$ cat config.mk
export PLATFORM = sky130hd
export DESIGN_NAME = rational_arith_unit
export DESIGN_NICKNAME = d
export VERILOG_FILES = /design/src/sv/rau_pkg.sv /design/src/sv/rau_div.sv /design/src/sv/rational_arith_unit.sv
export VERILOG_INCLUDE_DIRS = /design/src /design/src/sv
export SDC_FILE = /design/constraint.sdc
export NUM_CORES = 2
export LEC_CHECK = 0
export ABC_AREA = 1
export BUFFER_PORTS_ARGS = -buffer_cell sky130_fd_sc_hd__buf_2
export CAP_MARGIN = 20
export CORE_ASPECT_RATIO = 2
export CORE_MARGIN = 2
export CORE_UTILIZATION = 39
export DETAILED_ROUTE_END_ITERATION = 10
export SYNTH_ARGS = -nofsm -noshare
export SYNTH_HDL_FRONTEND = slang
export SYNTH_SLANG_ARGS = --single-unit
$ cat constraint.sdc
create_clock -name clk -period 21 [get_ports clk]
set_clock_uncertainty 0.15 [all_clocks]
set_input_delay 4.2 -clock clk [delete_from_list [all_inputs] [get_ports clk]]
set_output_delay 4.2 -clock clk [all_outputs]
set_load 0.02 [all_outputs]
$ cat src/sv/rational_arith_unit_macros.svh
// Assertion helpers used by rational_arith_unit.
`ifndef RATIONAL_ARITH_UNIT_MACROS_SVH
`define RATIONAL_ARITH_UNIT_MACROS_SVH

// Checked only outside reset.
`define RAU_ASSERT(lbl, prop, msg) \
  lbl: assert property (@(posedge clk) disable iff (rst) (prop)) else $error(msg);

// Checked at every edge, reset included.
`define RAU_ASSERT_ALWAYS(lbl, prop, msg) \
  lbl: assert property (@(posedge clk) (prop)) else $error(msg);

`endif

$ cat src/sv/rau_pkg.sv
`default_nettype none

package rau_pkg;

  localparam int RAU_WIDTH = 32;

  localparam logic [2:0] FUNC_ADD = 3'd0;
  localparam logic [2:0] FUNC_SUB = 3'd1;
  localparam logic [2:0] FUNC_MUL = 3'd2;
  localparam logic [2:0] FUNC_DIV = 3'd3;
  localparam logic [2:0] FUNC_RED = 3'd4;

  typedef struct packed {
    logic [2:0]         func;
    logic signed [31:0] a_num;
    logic signed [31:0] a_den;
    logic signed [31:0] b_num;
    logic signed [31:0] b_den;
  } rau_in_t;

  typedef struct packed {
    logic signed [31:0] res_num;
    logic signed [31:0] res_den;
    logic               less;
    logic               equal;
    logic               zero_den;
    logic               overflow;
  } rau_out_t;

  typedef struct packed {
    logic busy;
    logic done;
  } rau_div_stat_t;

endpackage

`default_nettype wire

$ cat src/sv/rau_div.sv
`default_nettype none

module rau_div #(
  parameter int W = 2 * rau_pkg::RAU_WIDTH
) (
  input  wire logic                  clk,
  input  wire logic                  rst,
  input  wire logic                  start,
  input  wire logic [W-1:0]          dividend,
  input  wire logic [W-1:0]          divisor,
  output logic [W-1:0]               quotient,
  output logic [W-1:0]               remainder,
  output rau_pkg::rau_div_stat_t     stat
);
  import rau_pkg::*;

  localparam int CW = $clog2(W);

  logic [W-1:0]  quo;
  logic [W-1:0]  rem;
  logic [W-1:0]  dsr;
  logic [CW-1:0] cnt;
  logic          busy;
  logic          done;

  logic [W:0]    sh;
  logic [W:0]    diff;
  logic          ge;

  // restoring radix-2, one quotient bit per cycle
  assign sh   = {rem, quo[W-1]};
  assign ge   = sh >= {1'b0, dsr};
  assign diff = sh - {1'b0, dsr};

  always_ff @(posedge clk) begin
    if (rst) begin
      busy <= 1'b0;
      done <= 1'b0;
    end else begin
      done <= 1'b0;
      if (start) begin
        busy <= 1'b1;
      end else if (busy && cnt == '0) begin
        busy <= 1'b0;
        done <= 1'b1;
      end
    end
  end

  always_ff @(posedge clk) begin
    if (start) begin
      quo <= dividend;
      rem <= '0;
      dsr <= divisor;
      cnt <= CW'(W - 1);
    end else if (busy) begin
      quo <= {quo[W-2:0], ge};
      rem <= ge ? diff[W-1:0] : sh[W-1:0];
      cnt <= cnt - 1'b1;
    end
  end

  assign quotient  = quo;
  assign remainder = rem;
  assign stat      = '{busy: busy, done: done};

endmodule

`default_nettype wire

$ cat src/sv/rational_arith_unit.sv
// Channel | Dir | Handshake          | Payload
// req     | in  | req_valid/req_stall | rau_in_t: func, a_num, a_den, b_num, b_den
// rsp     | out | rsp_valid/rsp_stall | rau_out_t: res_num, res_den, flags
//
// One transaction at a time; req_stall is high from acceptance until the result
// is loaded. Every Euclid remainder and both final quotients go through the one
// radix-2 divider, one bit per cycle. Four products share one multiplier.
// rst is synchronous; it clears the sequencer and rsp_valid. A stalled result
// waits in the output register while the next transaction is taken and worked on.
`default_nettype none

module rational_arith_unit #(
  parameter int WIDTH = rau_pkg::RAU_WIDTH
) (
  input  wire logic             clk,
  input  wire logic             rst,
  input  wire logic             req_valid,
  output logic                  req_stall,
  input  wire rau_pkg::rau_in_t req,
  output logic                  rsp_valid,
  input  wire logic             rsp_stall,
  output rau_pkg::rau_out_t     rsp
);
  import rau_pkg::*;

  `include "rational_arith_unit_macros.svh"

  localparam int MW = 2 * WIDTH;

  typedef enum logic [10:0] {
    S_IDLE     = 11'b00000000001,
    S_MUL      = 11'b00000000010,
    S_FORM     = 11'b00000000100,
    S_ABS      = 11'b00000001000,
    S_CHECK    = 11'b00000010000,
    S_EUC      = 11'b00000100000,
    S_EUC_WAIT = 11'b00001000000,
    S_QN_WAIT  = 11'b00010000000,
    S_QD_START = 11'b00100000000,
    S_QD_WAIT  = 11'b01000000000,
    S_OUT      = 11'b10000000000
  } state_t;

  state_t state;

  logic [2:0]              op;
  logic signed [WIDTH-1:0] an, ad, bn, bd;
  logic                    eq;
  logic                    lt;
  logic [1:0]              mstep;
  logic signed [MW-1:0]    prod [4];
  logic signed [MW:0]      num_raw;
  logic signed [MW-1:0]    den_raw;
  logic                    nn, dn;
  logic [MW-1:0]           nm, dm;
  logic [MW-1:0]           u, v;
  logic                    k_odd;
  logic [MW-1:0]           qnm, qdm;
  logic                    zd;

  logic signed [WIDTH-1:0] ma, mb;
  logic signed [MW:0]      t1, t2;

  logic                    div_start;
  logic [MW-1:0]           div_dividend, div_divisor;
  logic [MW-1:0]           div_quo, div_rem;
  rau_div_stat_t           div_stat;

  logic                    gn, qnn, qdn;
  logic [MW-1:0]           sn, sd, lim;
  logic signed [WIDTH-1:0] lo_n, lo_d;
  logic                    fit_n, fit_d;
  logic                    out_load;

  always_comb begin
    case (mstep)
      2'd0:    begin ma = an; mb = bd; end
      2'd1:    begin ma = bn; mb = ad; end
      2'd2:    begin ma = ad; mb = bd; end
      default: begin ma = an; mb = bn; end
    endcase
  end

  assign t1 = (MW + 1)'(prod[0]);
  assign t2 = (MW + 1)'(prod[1]);

  assign div_start    = (state == S_EUC) || (state == S_QD_START);
  assign div_dividend = (state == S_QD_START) ? dm : ((v != '0) ? u : nm);
  assign div_divisor  = (state == S_QD_START) ? u : ((v != '0) ? v : u);

  rau_div #(.W(MW)) u_div (
    .clk       (clk),
    .rst       (rst),
    .start     (div_start),
    .dividend  (div_dividend),
    .divisor   (div_divisor),
    .quotient  (div_quo),
    .remainder (div_rem),
    .stat      (div_stat)
  );

  assign gn    = k_odd ? dn : nn;
  assign qnn   = (qnm != '0) && (nn != gn);
  assign qdn   = (qdm != '0) && (dn != gn);
  assign sn    = qnn ? -qnm : qnm;
  assign sd    = qdn ? -qdm : qdm;
  assign lo_n  = sn[WIDTH-1:0];
  assign lo_d  = sd[WIDTH-1:0];
  assign lim   = MW'(1) << (WIDTH - 1);
  assign fit_n = qnn ? (qnm <= lim) : (qnm < lim);
  assign fit_d = qdn ? (qdm <= lim) : (qdm < lim);

  assign out_load  = (state == S_OUT) && (!rsp_valid || !rsp_stall);
  assign req_stall = (state != S_IDLE);

  always_ff @(posedge clk) begin
    if (rst) begin
      state <= S_IDLE;
    end else begin
      case (state)
        S_IDLE: begin
          if (req_valid) begin
            state <= S_MUL;
          end
        end
        S_MUL: begin
          if (mstep == 2'd3) begin
            state <= S_FORM;
          end
        end
        S_FORM:  state <= S_ABS;
        S_ABS:   state <= S_CHECK;
        S_CHECK: state <= (dm == '0) ? S_OUT : S_EUC;
        S_EUC:   state <= (v != '0) ? S_EUC_WAIT : S_QN_WAIT;
        S_EUC_WAIT: begin
          if (div_stat.done) begin
            state <= S_EUC;
          end
        end
        S_QN_WAIT: begin
          if (div_stat.done) begin
            state <= S_QD_START;
          end
        end
        S_QD_START: state <= S_QD_WAIT;
        S_QD_WAIT: begin
          if (div_stat.done) begin
            state <= S_OUT;
          end
        end
        S_OUT: begin
          if (out_load) begin
            state <= S_IDLE;
          end
        end
        default: state <= S_IDLE;
      endcase
    end
  end

  always_ff @(posedge clk) begin
    case (state)
      S_IDLE: begin
        op    <= req.func;
        an    <= req.a_num[WIDTH-1:0];
        ad    <= req.a_den[WIDTH-1:0];
        bn    <= req.b_num[WIDTH-1:0];
        bd    <= req.b_den[WIDTH-1:0];
        eq    <= (req.a_num[WIDTH-1:0] == req.b_num[WIDTH-1:0]) &&
                 (req.a_den[WIDTH-1:0] == req.b_den[WIDTH-1:0]);
        mstep <= 2'd0;
      end
      S_MUL: begin
        prod[mstep] <= MW'(ma) * MW'(mb);
        mstep       <= mstep + 2'd1;
      end
      S_FORM: begin
        lt <= prod[0] < prod[1];
        case (op)
          FUNC_ADD: begin num_raw <= t1 + t2; den_raw <= prod[2]; end
          FUNC_SUB: begin num_raw <= t1 - t2; den_raw <= prod[2]; end
          FUNC_MUL: begin num_raw <= (MW + 1)'(prod[3]); den_raw <= prod[2]; end
          FUNC_DIV: begin num_raw <= t1; den_raw <= prod[1]; end
          default: begin
            // reduce a; undefined codes land here too
            num_raw <= (MW + 1)'(an);
            den_raw <= MW'(ad);
          end
        endcase
      end
      S_ABS: begin
        nn <= num_raw < 0;
        nm <= (num_raw < 0) ? MW'(-num_raw) : MW'(num_raw);
        dn <= den_raw < 0;
        dm <= (den_raw < 0) ? MW'(-den_raw) : MW'(den_raw);
      end
      S_CHECK: begin
        u     <= nm;
        v     <= dm;
        k_odd <= 1'b0;
        zd    <= (dm == '0);
        qnm   <= '0;
        qdm   <= '0;
      end
      S_EUC_WAIT: begin
        if (div_stat.done) begin
          u     <= v;
          v     <= div_rem;
          k_odd <= ~k_odd;
        end
      end
      S_QN_WAIT: begin
        if (div_stat.done) begin
          qnm <= div_quo;
        end
      end
      S_QD_WAIT: begin
        if (div_stat.done) begin
          qdm <= div_quo;
        end
      end
      default: begin
      end
    endcase
  end

  always_ff @(posedge clk) begin
    if (rst) begin
      rsp_valid <= 1'b0;
    end else if (out_load) begin
      rsp_valid <= 1'b1;
    end else if (!rsp_stall) begin
      rsp_valid <= 1'b0;
    end
  end

  always_ff @(posedge clk) begin
    if (out_load) begin
      rsp.res_num  <= 32'(lo_n);
      rsp.res_den  <= 32'(lo_d);
      rsp.less     <= lt;
      rsp.equal    <= eq;
      rsp.zero_den <= zd;
      rsp.overflow <= !(fit_n && fit_d);
    end
  end

  `RAU_ASSERT(a_div_start_free, div_start |-> !div_stat.busy, "divider restarted while busy")
  `RAU_ASSERT(a_div_nonzero, div_start |-> (div_divisor != '0), "divide by zero issued")
  `RAU_ASSERT(a_div_done_after_busy, div_stat.done |-> $past(div_stat.busy), "spurious divider done")
  `RAU_ASSERT_ALWAYS(a_reset_idle, rst |=> (!rsp_valid && !req_stall), "not idle after reset")

endmodule

`default_nettype wire

==> results.sh, run 1 <==
export IMPL_netlist_area_um2=108800
export IMPL_synth_mux_area_share_pct=0
export IMPL_synth_edf_count=1104
export IMPL_cts_hold_buf=0
export IMPL_yosysUniqueCellTypes=62
export IMPL_synthAdderAreaFrac_pct=24.40
export IMPL_cts_root_buffer="clkbuf_16"
export IMPL_synth_seq_area_share_pct=32.02
export IMPL_synth_simple_area_share_pct=23.41
export IMPL_stop_stage="global routing (5_1_grt)"
export IMPL_grt_pass1_wl_mm=941.7
export IMPL_place_area_um2=114600
export IMPL_avgSynthCellArea_um2=8.028
export IMPL_cts_sinks=1188
export IMPL_initial_core_util_pct=39.13
export IMPL_ys_flop_type="edfxtp_1"
export IMPL_postCtsSetupBuffers=0
export IMPL_ys_ff_latch=1188
export IMPL_placedCellCount=17276
export IMPL_outcome="stopped before the end"
export IMPL_die_height_um=750.9
export IMPL_track_usage_pct=49.23
export IMPL_placementRows=274
export IMPL_syn_nets=15158
export IMPL_clock_path_buffers=3
export IMPL_htreeDepth=3
export IMPL_ios=205
export IMPL_synth_async_reset_ratio_pct=0
export IMPL_error_line="[ERROR GRT-0116] Global routing finished with congestion. Check the congestion regions in the DRC Viewer."
export IMPL_grt_overflow=81
export IMPL_grt_pass1_vias=110763
export IMPL_synth_compound_area_share_pct=6.355
export IMPL_gp_congestion=1.149
export IMPL_dp_hpwl_mm=533.0
export IMPL_cts_buffers=112
export IMPL_synth_xor_area_share_pct=2.327
export IMPL_grt_start_max_net_pins=84
export IMPL_synth_top_family_by_area="adder cells"
export IMPL_die_x_um=377.5
export IMPL_portBuffers=204
export IMPL_syn_inst=13552
export IMPL_ys_warn_count=0
export IMPL_cts_repair_resized=0
-- cells in the mapped netlist (all sizes together) (151+ instances only) --
cell / instances / area [um2]
nand3: 615 / 3308
nor2: 1338 / 5125
clkbuf: 285 / 1070
xor2: 179 / 1568
inv: 2812 / 10560
o21ai: 583 / 2918
a21oi: 287 / 1444
fa: 1085 / 21720
nand4: 222 / 1395
edfxtp: 1104 / 33150
nand2: 3736 / 14070
ha: 386 / 4830
buf: 151 / 834.6
-- through the flow --
| step | setup slack, ns | utilization, % | hold WS, ns |
|---|---|---|---|
| after global placement | 9.288 | 41.21 | 0.2586 |
| after floorplan | 9.159 | - | 0.2503 |
| after CTS | 9.306 | 42.61 | 0.2701 |
| after detailed placement | 9.311 | 41.23 | 0.2575 |
-- layer usage --
| layer | overflow | track usage, % |
|---|---|---|
| met1 | 1 | 38.39 |
| met2 | 46 | 83.90 |
| met3 | 1 | 16.69 |
| met4 | 33 | 64.97 |
| met5 | 0 | 0.6289 |
-- kinds of logic after synthesis --
kind of cell / after synthesis
xor gates and xnor gates: 289
AOI/OAI and AO/OA: 1181
adders and majority gates: 1471
DFF: 1188
and+or+nand+nor: 6165
buffers and inverters: 3258
==> inputs of run 2 (changes only) <==
--- a/config.mk
+++ b/config.mk
@@ -9,10 +9,10 @@
 export ABC_AREA = 1
 export BUFFER_PORTS_ARGS = -buffer_cell sky130_fd_sc_hd__buf_2
 export CAP_MARGIN = 20
-export CORE_ASPECT_RATIO = 2
 export CORE_MARGIN = 2
-export CORE_UTILIZATION = 39
+export CORE_UTILIZATION = 24
 export DETAILED_ROUTE_END_ITERATION = 10
+export PLACE_DENSITY_LB_ADDON = 0.15
 export SYNTH_ARGS = -nofsm -noshare
 export SYNTH_HDL_FRONTEND = slang
 export SYNTH_SLANG_ARGS = --single-unit
==> run 2 against run 1 <==
Against the previous run: the flow now finishes without violations; area after synthesis stayed put; synthesized cell count is the same.
==> results.sh, run 2 <==
export IMPL_clkLatencyLatePin_ns=0.87
export IMPL_antenna_found_initial=35
export IMPL_gp_congestion=0.9534
export IMPL_grt_overflow=0
export IMPL_layout_commonest_cell="nand2_1"
export IMPL_core_um2=452100
export IMPL_die_area_um2=458700
export IMPL_hold_path_depth=0
export IMPL_die_height_um=677.3
export IMPL_cts_sinks=1188
export IMPL_dp_hpwl_mm=407.6
export IMPL_final_cell_mix="nand2_1, inv_1, nor2_1"
export IMPL_cp_common_cell="fa_1"
export IMPL_finalCritPeriodShare_pct=56.10
export IMPL_cap_violations=0
export IMPL_area_growth_synth_to_final_pct=12.08
export IMPL_hold_path_class="reg -> reg"
export IMPL_ys_warn_count=0
export IMPL_end_kind="flip-flop"
export IMPL_setup_worst_path_start_class="flip-flop"
export IMPL_syn_nets=15158
export IMPL_crit_type="reg -> reg"
export IMPL_ys_ff_latch=1188
export IMPL_seqCellArea_um2=34830
export IMPL_grt_pass1_vias=94035
export IMPL_tightestPinTransition_ns=1.164
export IMPL_crit_path_max_fanout=64
export IMPL_ys_flop_type="edfxtp_1"
export IMPL_firstDrtPassIters=8
export IMPL_timing_final_hold_violations=0
export IMPL_ios=205
export IMPL_synth_common_cells="nand2_1, inv_1, nor2_1"
export IMPL_routedWlPerCell_um=25.02
export IMPL_setup_violations=0
export IMPL_netlist_area_um2=108800
export IMPL_cts_repair_resized=0
export IMPL_drc=0
export IMPL_htreeDepth=4
export IMPL_multiInputGateArea_um2=61790
export IMPL_timing_rr_start="mstep[0]$_SDFFCE_PN0P_"
export IMPL_synth_edf_count=1104
export IMPL_largest_reg_flops=256
export IMPL_holdPathEnd="rsp[2]$_DFFE_PP_"
export IMPL_relSlewSlack_pct=21.67
export IMPL_fmax_mhz=84.88
export IMPL_clock_path_buffers=4
export IMPL_cts_hold_buf=0
export IMPL_nets=15260
export IMPL_synth_seq_area_share_pct=32.02
export IMPL_setup_tns_final_ns=0
export IMPL_synth_async_reset_ratio_pct=0
export IMPL_r2r_slack_ns=9.22
export IMPL_post_route_min_period_ns=11.78
export IMPL_placementRows=247
export IMPL_yosys_area_top_type="edfxtp_1"
export IMPL_cts_root_buffer="clkbuf_16"
export IMPL_synth_most_common_cell="nand2_1"
export IMPL_place_area_um2=117200
export IMPL_portBuffers=204
export IMPL_largest_register="prod"
export IMPL_cp_data_required_time_ns=21.39
export IMPL_worstHoldStart="eq$_DFFE_PP_"
export IMPL_initial_core_util_pct=24.06
export IMPL_cpPeakStageDelay_ns=1.19
export IMPL_crit_buf_inv=9
export IMPL_synthTopCellsByArea="edfxtp_1, fa_1, nand2_1"
export IMPL_crit_family="adder cells"
export IMPL_path_depth=29
export IMPL_rsz0062_at_grt="no"
export IMPL_vias=90718
export IMPL_postCtsSetupBuffers=0
export IMPL_n_fill_cell=49937
export IMPL_slew_viol_final=0
export IMPL_grt_pass1_wl_mm=703.8
export IMPL_grt_start_max_net_pins=129
export IMPL_largestRegisters="prod x256, rsp x68, num_raw x65"
export IMPL_avgSynthCellArea_um2=8.028
export IMPL_crit_reg2reg_capture="prod[3][60]$_DFFE_PP_"
export IMPL_clk_pin_slew_ns=0.06
export IMPL_stdcell_area_um2=121900
export IMPL_yosys_area_top_type_share_pct=30.47
export IMPL_track_usage_pct=21.27
export IMPL_drive_above_1_share_pct=5.900
export IMPL_cts_buffers=147
export IMPL_drtIter0Drc=7413
export IMPL_slowest_stage="fa_1"
export IMPL_cp_arrival_ns=12.17
export IMPL_syn_inst=13552
export IMPL_worst_r2r_path_depth=29
export IMPL_yosysUniqueCellTypes=62
export IMPL_cts_tree="yes"
export IMPL_die_x_um=677.3
export IMPL_wirelength_mm=494.5
export IMPL_routed_via_density=4.591
export IMPL_ant_nets=0
export IMPL_outcome="finished clean"
-- run 2: cells by family (layout without fill, tap and decap cells) --
logic type,count (synthesis),count (layout),share of synthesized area (%)
fa+ha+maj,1471,1471,24.40
other cells,0,23,0
xor+xnor,289,289,2.327
compound gates,1181,1181,6.355
buf+inv,3258,3468,11.49
flops,1188,1188,32.02
simple gates,6165,6165,23.41
-- run 2: final cells by class --
class / instances / area share (%)
Multi-Input combinational cell: 9106 / 50.67
Clock buffer: 186 / 3.239
Clock inverter: 71 / 0.6116
Tap cell: 5976 / 6.132
Timing Repair Buffer: 389 / 2.038
Antenna cell: 23 / 0.04720
Inverter: 2822 / 8.691
Sequential cell: 1188 / 28.57
-- run 2: worst max-delay path by stage --
stage                                      start                     to  slack (ns)
after global placement    mstep[0]$_SDFFCE_PN0P_  prod[1][60]$_DFFE_PP_        9.33
after detailed placement  mstep[0]$_SDFFCE_PN0P_  prod[2][60]$_DFFE_PP_        9.27
final                     mstep[0]$_SDFFCE_PN0P_  prod[3][60]$_DFFE_PP_        9.22
after floorplan            state[8]$_SDFFE_PP0P_              req_stall        9.16
after CTS                 mstep[0]$_SDFFCE_PN0P_  prod[3][60]$_DFFE_PP_        9.23
after global routing      mstep[0]$_SDFFCE_PN0P_  prod[3][60]$_DFFE_PP_        8.97
-- run 2: through the flow --
stage | utilization (%) | cells | hold slack, ns | setup WS, ns
2_1_floorplan | - | 13552 | 0.2503 | 9.159
3_3_place_gp | 25.88 | 19467 | 0.2536 | 9.332
3_5_place_dp | 25.91 | 19479 | 0.2590 | 9.266
4_1_cts | 26.95 | 19736 | 0.2731 | 9.231
5_1_grt | 26.97 | 19757 | 0.2807 | 8.972
6_report | 26.97 | 19761 | 0.2726 | 9.218
-- run 2: routing by layer --
metal / GRT usage (%) / share of wire [%] / vias up / routed length, um
met1: 27.37 / 43 / 45590 / 213600
met5: 0 / 0.011 / - / 55
met4: 7.465 / 4.0 / 8 / 19820
li1: - / - / 42333 / -
met2: 37.41 / 49 / 2194 / 243100
met3: 1.619 / 3.6 / 593 / 17990
Power of run 2 is left out: the tool's default activity adds up to more than one toggle a clock period on the data nets, which glitch-free logic cannot reach.
